[src/rtl/pph_pkg.sv]
// ----------------------------------------------------------------------------
// pph_pkg
// Shared types and codes for the parallel port byte handshake core.
// ----------------------------------------------------------------------------
package pph_pkg;

    localparam int CNT_W   = 24;
    localparam int BYTE_W  = 8;
    localparam int PHASE_W = 4;
    localparam int CTL_W   = 3;

    localparam logic [CNT_W-1:0] CNT_MAX       = {CNT_W{1'b1}};
    localparam logic [CNT_W-1:0] INIT_PULSE_RST = 24'd100;

    // Request kinds
    localparam logic [1:0] OP_WRITE = 2'd0;
    localparam logic [1:0] OP_READ  = 2'd1;
    localparam logic [1:0] OP_RESET = 2'd2;
    localparam logic [1:0] OP_TICK  = 2'd3;

    // Outcome codes
    localparam logic [1:0] OUT_OK       = 2'd0;
    localparam logic [1:0] OUT_WR_TMO   = 2'd1;
    localparam logic [1:0] OUT_RD_TMO   = 2'd2;
    localparam logic [1:0] OUT_REJECTED = 2'd3;

    // Configuration register indexes
    localparam logic [1:0] CFG_WRITE_LIMIT = 2'd0;
    localparam logic [1:0] CFG_READ_LIMIT  = 2'd1;
    localparam logic [1:0] CFG_INIT_PULSE  = 2'd2;

    // Control line bit positions
    localparam int CTL_STROBE = 0;
    localparam int CTL_AUTOFD = 1;
    localparam int CTL_INIT   = 2;

    // Handshake phases
    localparam logic [PHASE_W-1:0] PH_IDLE       = 4'd0;
    localparam logic [PHASE_W-1:0] PH_W_FREE     = 4'd1;
    localparam logic [PHASE_W-1:0] PH_W_BUSY     = 4'd2;
    localparam logic [PHASE_W-1:0] PH_W_DONE     = 4'd3;
    localparam logic [PHASE_W-1:0] PH_R_FREE     = 4'd4;
    localparam logic [PHASE_W-1:0] PH_R_ACK      = 4'd5;
    localparam logic [PHASE_W-1:0] PH_R_REL      = 4'd6;
    localparam logic [PHASE_W-1:0] PH_RST_HOLD   = 4'd7;
    localparam logic [PHASE_W-1:0] PH_RST_SETTLE = 4'd8;

    typedef struct packed {
        logic [1:0]        op;
        logic [BYTE_W-1:0] send_byte;
        logic              new_transfer;
        logic              busy_seen;
        logic              ack_seen;
        logic [BYTE_W-1:0] port_lines;
    } item_t;

    typedef struct packed {
        logic [CNT_W-1:0] write_limit_ticks;
        logic [CNT_W-1:0] read_limit_ticks;
        logic [CNT_W-1:0] init_pulse_ticks;
    } cfg_t;

    typedef struct packed {
        logic              strobe_line;
        logic              autofeed_line;
        logic              init_line;
        logic [BYTE_W-1:0] drive_byte;
        logic              drive_enable;
        logic [BYTE_W-1:0] received_byte;
        logic              finished;
        logic [1:0]        outcome;
        logic              active;
    } result_t;

endpackage

[src/rtl/pph_fsm.sv]
// ----------------------------------------------------------------------------
// pph_fsm
// Handshake state machine: takes one item per enabled cycle, updates the port
// state and presents the result for that item combinationally.
// ----------------------------------------------------------------------------
module pph_fsm
    import pph_pkg::*;
(
    input  logic    aclk,
    input  logic    aresetn,
    input  logic    step_en,
    input  item_t   item,
    input  cfg_t    cfg,
    output result_t result
);

    logic [PHASE_W-1:0] phase_reg, phase_next;
    logic [CNT_W-1:0]   elapsed_reg, elapsed_next;
    logic [BYTE_W-1:0]  out_byte_reg, out_byte_next;
    logic [BYTE_W-1:0]  in_byte_reg, in_byte_next;
    logic [CTL_W-1:0]   ctl_reg, ctl_next;
    logic               dir_reg, dir_next;

    logic [CNT_W-1:0]   elapsed_inc;
    logic [CNT_W-1:0]   limit;
    logic               moved;
    logic               is_read;
    logic               finished;
    logic [1:0]         outcome;

    // Saturating tick count
    assign elapsed_inc = (elapsed_reg == CNT_MAX) ? elapsed_reg : elapsed_reg + 24'd1;

    // Next state for one item
    always_comb begin
        phase_next    = phase_reg;
        elapsed_next  = elapsed_reg;
        out_byte_next = out_byte_reg;
        in_byte_next  = in_byte_reg;
        ctl_next      = ctl_reg;
        dir_next      = dir_reg;
        finished      = 1'b0;
        outcome       = OUT_OK;
        moved         = 1'b0;
        is_read       = 1'b0;
        limit         = '0;

        if (item.op != OP_TICK) begin
            if (phase_reg != PH_IDLE) begin
                finished = 1'b1;
                outcome  = OUT_REJECTED;
            end else if (item.op == OP_WRITE) begin
                if (item.new_transfer) begin
                    elapsed_next = '0;
                end
                out_byte_next = item.send_byte;
                dir_next      = 1'b1;
                phase_next    = PH_W_FREE;
            end else if (item.op == OP_READ) begin
                if (item.new_transfer) begin
                    elapsed_next = '0;
                end
                dir_next   = 1'b0;
                phase_next = PH_R_FREE;
            end else begin
                ctl_next     = '0;
                ctl_next[CTL_INIT] = 1'b1;
                elapsed_next = '0;
                phase_next   = PH_RST_HOLD;
            end
        end else if (phase_reg != PH_IDLE) begin
            elapsed_next = elapsed_inc;
            case (phase_reg)
                PH_W_FREE: begin
                    if (!item.busy_seen) begin
                        ctl_next[CTL_STROBE] = 1'b1;
                        phase_next = PH_W_BUSY;
                        moved      = 1'b1;
                    end
                end
                PH_W_BUSY: begin
                    if (item.busy_seen) begin
                        ctl_next[CTL_STROBE] = 1'b0;
                        phase_next = PH_W_DONE;
                        moved      = 1'b1;
                    end
                end
                PH_W_DONE: begin
                    if (!item.busy_seen && !item.ack_seen) begin
                        phase_next = PH_IDLE;
                        finished   = 1'b1;
                        moved      = 1'b1;
                    end
                end
                PH_R_FREE: begin
                    is_read = 1'b1;
                    if (!item.busy_seen) begin
                        ctl_next[CTL_AUTOFD] = 1'b1;
                        phase_next = PH_R_ACK;
                        moved      = 1'b1;
                    end
                end
                PH_R_ACK: begin
                    is_read = 1'b1;
                    if (item.ack_seen) begin
                        in_byte_next         = item.port_lines;
                        ctl_next[CTL_AUTOFD] = 1'b0;
                        ctl_next[CTL_STROBE] = 1'b1;
                        phase_next = PH_R_REL;
                        moved      = 1'b1;
                    end
                end
                PH_R_REL: begin
                    is_read = 1'b1;
                    if (!item.ack_seen) begin
                        ctl_next[CTL_STROBE] = 1'b0;
                        dir_next   = 1'b1;
                        phase_next = PH_IDLE;
                        finished   = 1'b1;
                        moved      = 1'b1;
                    end
                end
                PH_RST_HOLD: begin
                    moved = 1'b1;
                    if (elapsed_inc >= cfg.init_pulse_ticks) begin
                        ctl_next[CTL_INIT] = 1'b0;
                        elapsed_next = '0;
                        phase_next   = PH_RST_SETTLE;
                    end
                end
                PH_RST_SETTLE: begin
                    moved = 1'b1;
                    if (elapsed_inc >= cfg.init_pulse_ticks) begin
                        elapsed_next = '0;
                        phase_next   = PH_IDLE;
                        finished     = 1'b1;
                    end
                end
                default: begin
                    // Unused phase codes fall back to idle
                    moved      = 1'b1;
                    ctl_next   = '0;
                    dir_next   = 1'b1;
                    phase_next = PH_IDLE;
                end
            endcase

            // Abort a stalled transfer once its nonzero limit is reached
            limit = is_read ? cfg.read_limit_ticks : cfg.write_limit_ticks;
            if (!moved && (limit != '0) && (elapsed_inc >= limit)) begin
                ctl_next   = '0;
                dir_next   = 1'b1;
                phase_next = PH_IDLE;
                finished   = 1'b1;
                outcome    = is_read ? OUT_RD_TMO : OUT_WR_TMO;
            end
        end
    end

    // State registers
    always_ff @(posedge aclk) begin
        if (!aresetn) begin
            phase_reg    <= PH_IDLE;
            elapsed_reg  <= '0;
            out_byte_reg <= '0;
            in_byte_reg  <= '0;
            ctl_reg      <= '0;
            dir_reg      <= 1'b1;
        end else if (step_en) begin
            phase_reg    <= phase_next;
            elapsed_reg  <= elapsed_next;
            out_byte_reg <= out_byte_next;
            in_byte_reg  <= in_byte_next;
            ctl_reg      <= ctl_next;
            dir_reg      <= dir_next;
        end
    end

    // Result shows the state after the item
    always_comb begin
        result.strobe_line   = ctl_next[CTL_STROBE];
        result.autofeed_line = ctl_next[CTL_AUTOFD];
        result.init_line     = ctl_next[CTL_INIT];
        result.drive_byte    = out_byte_next;
        result.drive_enable  = dir_next;
        result.received_byte = in_byte_next;
        result.finished      = finished;
        result.outcome       = outcome;
        result.active        = (phase_next != PH_IDLE);
    end

endmodule

[src/rtl/parallel_port_byte_handshake_core.sv]
// ----------------------------------------------------------------------------
// parallel_port_byte_handshake_core
// Host side of a printer parallel port: write, read and reset requests plus
// status ticks, one result item per input item.
// ----------------------------------------------------------------------------
//  channel  | direction | payload
//  ---------+-----------+-----------------------------------------------------
//  s_       | in        | request or tick with status sample (tuser = op)
//  m_       | out       | control lines, data bytes, completion status
//  cfg_     | in        | write_limit, read_limit, init_pulse (24 bits each)
//
// One item per cycle sustained while m_tready is high; an accepted item passes
// the input register, then the FSM step, then the result register before its
// result item is offered. Reset is synchronous active low and leaves
// the port idle with the data lines driven. A stalled result holds the input
// register; s_tready drops only when both stages are full and m_tready is low.
// ----------------------------------------------------------------------------
module parallel_port_byte_handshake_core
    import pph_pkg::*;
(
    input  logic        aclk,
    input  logic        aresetn,
    // Input items
    input  logic        s_tvalid,
    output logic        s_tready,
    input  logic [23:0] s_tdata,  // send_byte[7:0], new_transfer[8], busy_seen[9],
                                  // ack_seen[10], port_lines[18:11], zero[23:19]
    input  logic [1:0]  s_tuser,  // op[1:0]
    // Result items
    output logic        m_tvalid,
    input  logic        m_tready,
    output logic [23:0] m_tdata,  // strobe_line[0], autofeed_line[1], init_line[2],
                                  // drive_byte[10:3], drive_enable[11],
                                  // received_byte[19:12], finished[20],
                                  // outcome[22:21], active[23]
    // Configuration writes
    input  logic        cfg_we,
    input  logic [1:0]  cfg_index,
    input  logic [23:0] cfg_wdata
);

    logic    in_valid_reg;
    item_t   in_item_reg;
    logic    out_valid_reg;
    result_t out_result_reg;
    cfg_t    cfg_reg;
    result_t step_result;
    logic    step_en;

    // Advance the held item when the result slot is free
    assign step_en  = in_valid_reg && (!out_valid_reg || m_tready);
    assign s_tready = !in_valid_reg || step_en;

    // Input register
    always_ff @(posedge aclk) begin
        if (!aresetn) begin
            in_valid_reg <= 1'b0;
        end else if (s_tready) begin
            in_valid_reg <= s_tvalid;
        end
    end

    always_ff @(posedge aclk) begin
        if (s_tvalid && s_tready) begin
            in_item_reg.op           <= s_tuser;
            in_item_reg.send_byte    <= s_tdata[7:0];
            in_item_reg.new_transfer <= s_tdata[8];
            in_item_reg.busy_seen    <= s_tdata[9];
            in_item_reg.ack_seen     <= s_tdata[10];
            in_item_reg.port_lines   <= s_tdata[18:11];
        end
    end

    // Configuration registers; unknown indexes drop
    always_ff @(posedge aclk) begin
        if (!aresetn) begin
            cfg_reg.write_limit_ticks <= '0;
            cfg_reg.read_limit_ticks  <= '0;
            cfg_reg.init_pulse_ticks  <= INIT_PULSE_RST;
        end else if (cfg_we) begin
            case (cfg_index)
                CFG_WRITE_LIMIT: cfg_reg.write_limit_ticks <= cfg_wdata;
                CFG_READ_LIMIT:  cfg_reg.read_limit_ticks  <= cfg_wdata;
                CFG_INIT_PULSE:  cfg_reg.init_pulse_ticks  <= cfg_wdata;
                default: ;
            endcase
        end
    end

    pph_fsm u_fsm (
        .aclk    (aclk),
        .aresetn (aresetn),
        .step_en (step_en),
        .item    (in_item_reg),
        .cfg     (cfg_reg),
        .result  (step_result)
    );

    // Result register
    always_ff @(posedge aclk) begin
        if (!aresetn) begin
            out_valid_reg <= 1'b0;
        end else if (step_en) begin
            out_valid_reg <= 1'b1;
        end else if (m_tready) begin
            out_valid_reg <= 1'b0;
        end
    end

    always_ff @(posedge aclk) begin
        if (step_en) begin
            out_result_reg <= step_result;
        end
    end

    assign m_tvalid = out_valid_reg;
    assign m_tdata  = {out_result_reg.active,
                       out_result_reg.outcome,
                       out_result_reg.finished,
                       out_result_reg.received_byte,
                       out_result_reg.drive_enable,
                       out_result_reg.drive_byte,
                       out_result_reg.init_line,
                       out_result_reg.autofeed_line,
                       out_result_reg.strobe_line};

endmodule
[config.mk]
export PLATFORM = sky130hd
export DESIGN_NAME = parallel_port_byte_handshake_core
export DESIGN_NICKNAME = d
export VERILOG_FILES = /design/src/rtl/pph_pkg.sv /design/src/rtl/pph_fsm.sv /design/src/rtl/parallel_port_byte_handshake_core.sv
export SDC_FILE = /design/constraint.sdc
export NUM_CORES = 1
export LEC_CHECK = 0
export ABC_AREA = 1
export BUFFER_PORTS_ARGS = -buffer_cell sky130_fd_sc_hd__buf_4
export CORE_MARGIN = 5
export CORE_UTILIZATION = 50
export DETAILED_ROUTE_END_ITERATION = 6
export GPL_ROUTABILITY_DRIVEN = 0
export MAX_ROUTING_LAYER = met4
export PLACE_DENSITY = 0.71
export SLEW_MARGIN = 20
export SYNTH_ARGS = -nofsm -noshare
export SYNTH_HDL_FRONTEND = slang
export SYNTH_HIERARCHICAL = 1
export SYNTH_SLANG_ARGS = --single-unit
[constraint.sdc]
create_clock -name aclk -period 3 [get_ports aclk]
set_clock_uncertainty 0.05 [all_clocks]
set_input_delay 0.45 -clock aclk [delete_from_list [all_inputs] [get_ports aclk]]
set_output_delay 0.45 -clock aclk [all_outputs]
set_load 0.02 [all_outputs]
After elaboration in Yosys (flattened, before gate mapping)

Cells that the tools add are included.
W data, S select, Z words.

Register bits: 167
Input port bits: 57
Output and inout port bits: 26
Logic and storage cells: 152

Add/subtract/negate cells: 1
Magnitude comparators: 2
Eq/ne operators: 14
Muxes and demuxes: 79
Reduce and logical (&&, ||, !) cells: 30

Operators with widths:

| operator                | count |
|---|---|
| $mux W24                | 10 |
| $mux W8                 | 7 |
| $mux W4                 | 13 |
| $ge A24 B24 Y1          | 2 |
| $pmux W4 S8             | 1 |
| $mux W1                 | 29 |
| $add A24 B1 Y24 const B | 1 |
| $eq A24 B24 Y1 const B  | 1 |
| $reduce_bool A24 Y1     | 1 |
| $mux W3                 | 6 |
| $eq A4 B3 Y1 const B    | 4 |
| $mux W2                 | 7 |
| $reduce_or A7 Y1        | 2 |
| $pmux W1 S5             | 2 |
| $eq A4 B2 Y1 const B    | 2 |
| $reduce_bool A4 Y1      | 2 |
| $pmux W1 S3             | 2 |
| $reduce_and A2 Y1       | 3 |
| $reduce_or A6 Y1        | 1 |
| $logic_and A1 B1 Y1     | 5 |
| $logic_not A1 Y1        | 5 |
| $eq A2 B1 Y1 const B    | 2 |
| $eq A4 B1 Y1 const B    | 1 |
| $eq A4 B4 Y1 const B    | 1 |
| 10 further kinds        | 16 |

Depth between registers and ports, before layout

Word-level depth: 13
Mapped depth: 23
Mapped depth without buffers: 23

By module

Netlist, hierarchy kept.

Modules (own cells, without submodules):

| module                            | instances | cells an instance | area an instance (sq um) | sequential area each (sq um) |
|---|---|---|---|---|
| pph_fsm                           | 1         | 846               | 5,161.2                  | 960.9 |
| parallel_port_byte_handshake_core | 1         | 517               | 4,486.8                  | 2,832.7 |

Worst setup path after synthesis

OpenSTA, ideal clock, no wires.

Path kind: flip-flop to flip-flop
Start: register u_fsm.elapsed_reg[0]
End: register u_fsm.elapsed_reg[17]
Arrival: 3.034 ns
Required time: 2.880 ns
Path slack: -0.154 ns
Cell stages (with the launch flop): 19
Clock period less this slack: 3.154 ns
Cell sequence: dfxtp_1 -> ha_1 -> nand3_1 -> nor2_1 -> nand3_1 -> nor3_4 -> nor2_4 -> nand3_1 -> xnor2_1 -> ha_1 -> a21o_1 -> nor2_1 -> nand2_1 -> a21oi_1 -> nand3_1 -> a21oi_2 -> buf_2 -> nand2_1 -> a21oi_1

Word-level cells in the longest chain between the ends: 7
Elaborated cells on any way between the ends: 8

Ends and longest elaborated chain:

| element                                           | RTL line                       | source |
|---|---|---|
| from (decl)                                       | pph_fsm.sv:18                  | `logic [CNT_W-1:0] elapsed_reg, elapsed_next;` |
| from (signal assigned)                            | pph_fsm.sv:171                 | `elapsed_reg <= elapsed_next;` |
| $add A24 B1 Y24 or $eq A24 B24 Y1 (tied branches) | pph_fsm.sv:32                  | `assign elapsed_inc = (elapsed_reg == CNT_MAX) ? elapsed_reg : elapsed_reg + 24'd1;` |
| $mux W24 *                                        | pph_fsm.sv:32                  |  |
| $ge A24 B24 Y1                                    | pph_fsm.sv:125, pph_fsm.sv:133 |  |
| $mux W24                                          | pph_fsm.sv:125, pph_fsm.sv:133 |  |
| $mux W24 *                                        | n/a                            |  |
| $mux W24 *                                        | pph_fsm.sv:71                  | `end else if (phase_reg != PH_IDLE) begin` |
| $mux W24 *                                        | pph_fsm.sv:48                  | `if (item.op != OP_TICK) begin` |

Every way passes the cells marked *; elsewhere a longest branch is shown, timed or not. The select of a mux whose other input is x is not followed.
A chain may end at the register's enable or synchronous reset.

==> results_dict.tcl <==
set metrics [dict create \
    fin_nets 1627 \
    worstPathArrival_ps 3590 \
    antenna_found_initial 0 \
    vias_per_cell 5.249 \
    async_flop_share 0 \
    drc_errors 0 \
    yosys_warnings 6 \
    stdcell_count 1794 \
    peakVddDrop_v 0.0004369 \
    period_share 1.151 \
    endpoint_kind "flop" \
    ys_seq_elements 167 \
    setup_viol_count_final 40 \
    ys.flop_type "dfxtp_1" \
    grt_pass1_vias 8658 \
    grt_remaining_overflow 0 \
    fin_crit_ps 3454 \
    clk_latency_ps 430 \
    die_w_um 148.9 \
    required_ps 3140 \
    leakage_nw 6.210 \
    finalPower_w 0.006331 \
    combPwrFrac 0.232 \
    fill_cells 1574 \
    initial_core_util 0.5124 \
    violations "setup timing" \
    p_sw_w 0.001940 \
    setup.worst_path.start_class "flop" \
    clockPowerShare 0.366 \
    n_antenna_cell 0 \
    synth_nets 1469 \
    clkSlewWorstSetupHoldPaths_ps 70 \
    vias 9417 \
    io_pins 83 \
    hold_path.class "in -> reg" \
    cts_root_buf "clkbuf_16" \
    syn_avg_cell_area_um2 7.079 \
    internal_power_w 0.004391 \
    dp_slack_ps -332.4 \
    place_inst 1734 \
    syn_area_um2 9648 \
    grt_first_pass_wirelength_mm 41.61 \
    drtIter0Drc 963 \
    numCtsBuffers 17 \
    yosysUniqueCellTypes 49 \
    multi_input_area_um2 5313 \
    largest_register_ff_count 72 \
    grt_usage 0.2369 \
    status "complete, but fails checks" \
    layout_setup_ws_ps -453.8 \
    cts_tree "built" \
    dieArea_um2 22170 \
    core-area_um2 18830 \
    swShare 0.3064 \
    drive_gt1_frac 0.2601 \
    finalHoldViolCount 0 \
    ant_nets 0 \
    relSlewSlack 0.3579 \
    crit_type "reg -> reg" \
    worst_pin_slew_ps 960.0 \
    drv_slew 0 \
    cp_max_fo 4 \
    synth-seq-area-share 0.3932 \
    grt_max_degree 65 \
    first_pass_iters 7 \
    seq_area_um2 3820 \
    clkSinkCount 167 \
    timing.max_cap.violations 0 \
    rows 50 \
    wl_mm 26.86 \
    wl_per_cell_um 14.97 \
    clk_path_buf_depth 2 \
    syn_inst 1363 \
    htree_levels 4 \
    dp_hpwl_mm 17.04 \
    power_density_nw_per_um2 504.3 \
    rsz0062_at_grt "yes" \
    sequentialPowerShare 0.402 \
    synth_enable_flop_cells 45 \
    die_h_um 148.9 \
    io_buffers 77 \
    fmaxAchievable_mhz 289.5 \
    synthToLayoutAreaGrowth_pct 30.14 \
]
==> critical path: stages (launching register included) <==
cell and delay, ps:
dfxtp_4 360, ha_4 150, nand3_4 70, nor2_4 140
nand3_2 110, nor3_4 270, buf_6 150, nor3_1 60
xor2_2 170, buf_6 170, ha_4 270, nand2_2 50
nor2_2 130, nand4_1 200, nor2_1 190, nand2_2 100
nand4_1 170, nand2_1 80, nand3_1 120, nand2_1 60
nor2_1 90, nand2_1 50
==> repair_timing <==
| action | CTS | global route |
|---|---|---|
| hold buffers | 0 | 0 |
| gates cloned | 2 | 2 |
| resized for setup | 101 | 64 |
| pin swaps | 45 | 29 |
| buffers inserted | 17 | 9 |
| setup endpoints to repair | 40 | 40 |
==> through the flow <==
stage,hold WS [ps],utilization,instance area (um^2),TNS (ps)
floorplan,378.9,-,9763,-42.90
global placement,391.0,0.5870,11050,-8121
detailed placement,401.1,0.5870,11050,-10060
CTS,127.6,0.6491,12220,-6711
global route,123.4,0.6668,12560,-20680
finish,143.9,0.6668,12560,-14850
==> cells in the mapped netlist, types with 16 or more instances <==
| cell | instances | area share |
|---|---|---|
| clkbuf_1 | 16 | 0.0062 |
| nand4_1 | 19 | 0.012 |
| dfxtp_1 | 122 | 0.25 |
| nand2_1 | 338 | 0.13 |
| inv_1 | 209 | 0.081 |
| o21ai_0 | 40 | 0.021 |
| edfxtp_1 | 45 | 0.14 |
| nand3_1 | 70 | 0.036 |
| a31oi_1 | 25 | 0.016 |
| buf_2 | 22 | 0.011 |
| a21oi_1 | 107 | 0.056 |
| ha_1 | 49 | 0.064 |
| nor2_1 | 174 | 0.068 |
==> final cells by class <==
class / count / area share
multi-input cells: 918 / 0.4231
flip-flops and latches: 167 / 0.3042
repair buffers: 197 / 0.1316
inverters: 220 / 0.06587
clock buffers: 17 / 0.03388
well taps: 260 / 0.02591
clock inverters: 15 / 0.01535
==> cells in the final DEF, fill, tap and decap left out, drive strengths merged, types with 18 or more instances in the layout <==
| cell | instances |
|---|---|
| a21oi | 110 |
| a31oi | 25 |
| buf | 196 |
| clkbuf | 18 |
| dfxtp | 122 |
| edfxtp | 45 |
| ha | 49 |
| inv | 224 |
| nand2 | 340 |
| nand3 | 75 |
| nand4 | 20 |
| nor2 | 184 |
| nor3 | 18 |
| o21ai | 59 |
==> metal layers <==
layer	global-route usage	wire, um	vias to the layer above
met5	-	0	-
met4	0.07368	864	0
met3	0.03737	1982	84
met2	0.3788	12440	412
met1	0.3107	11580	4278
li1	-	-	4643
==> worst paths after layout <==
| kind | from | endpoint | slack, ps | cells after the start |
|---|---|---|---|---|
| worst max-delay path | u_fsm/elapsed_reg[0]$_SDFFE_PN0P_ | m_tdata[23]$_DFFE_PP_ | -450 | 21 |
| worst max register to register | u_fsm/elapsed_reg[0]$_SDFFE_PN0P_ | m_tdata[23]$_DFFE_PP_ | -450 | 21 |
| worst min-delay path | s_tdata[12] | in_item_reg[1]$_DFFE_PP_ | 140 | 1 |
| worst min register to register | cfg_reg[6]$_SDFFE_PN1P_ | cfg_reg[6]$_SDFFE_PN1P_ | 410 | 2 |
==> power groups by stage <==
stage	sequential [W]	clock, W	combinational [W]
5_1_grt	0.00256	0.00245	0.00162
3_3_place_gp	0.00258	0	0.00119
4_1_cts	0.00254	0.00234	0.00134
2_1_floorplan	0.00261	0	0.000798
3_5_place_dp	0.00258	0	0.00122
6_report	0.00254	0.00232	0.00147
==> logic make-up (layout without fill, tap and decap cells) <==
kind of cell               after synthesis  after routing  synth area share
buffers and inverters                  279            449            0.1210
adders and majority gates               49             49           0.06355
muxes                                    1              1          0.001038
xor gates and xnor gates                20             20           0.01816
DFF                                    167            167            0.3932
and+or+nand+nor                        641            642            0.2856
AOI/OAI and AO/OA                      206            206            0.1175
(Power assumes the default switching activity.)
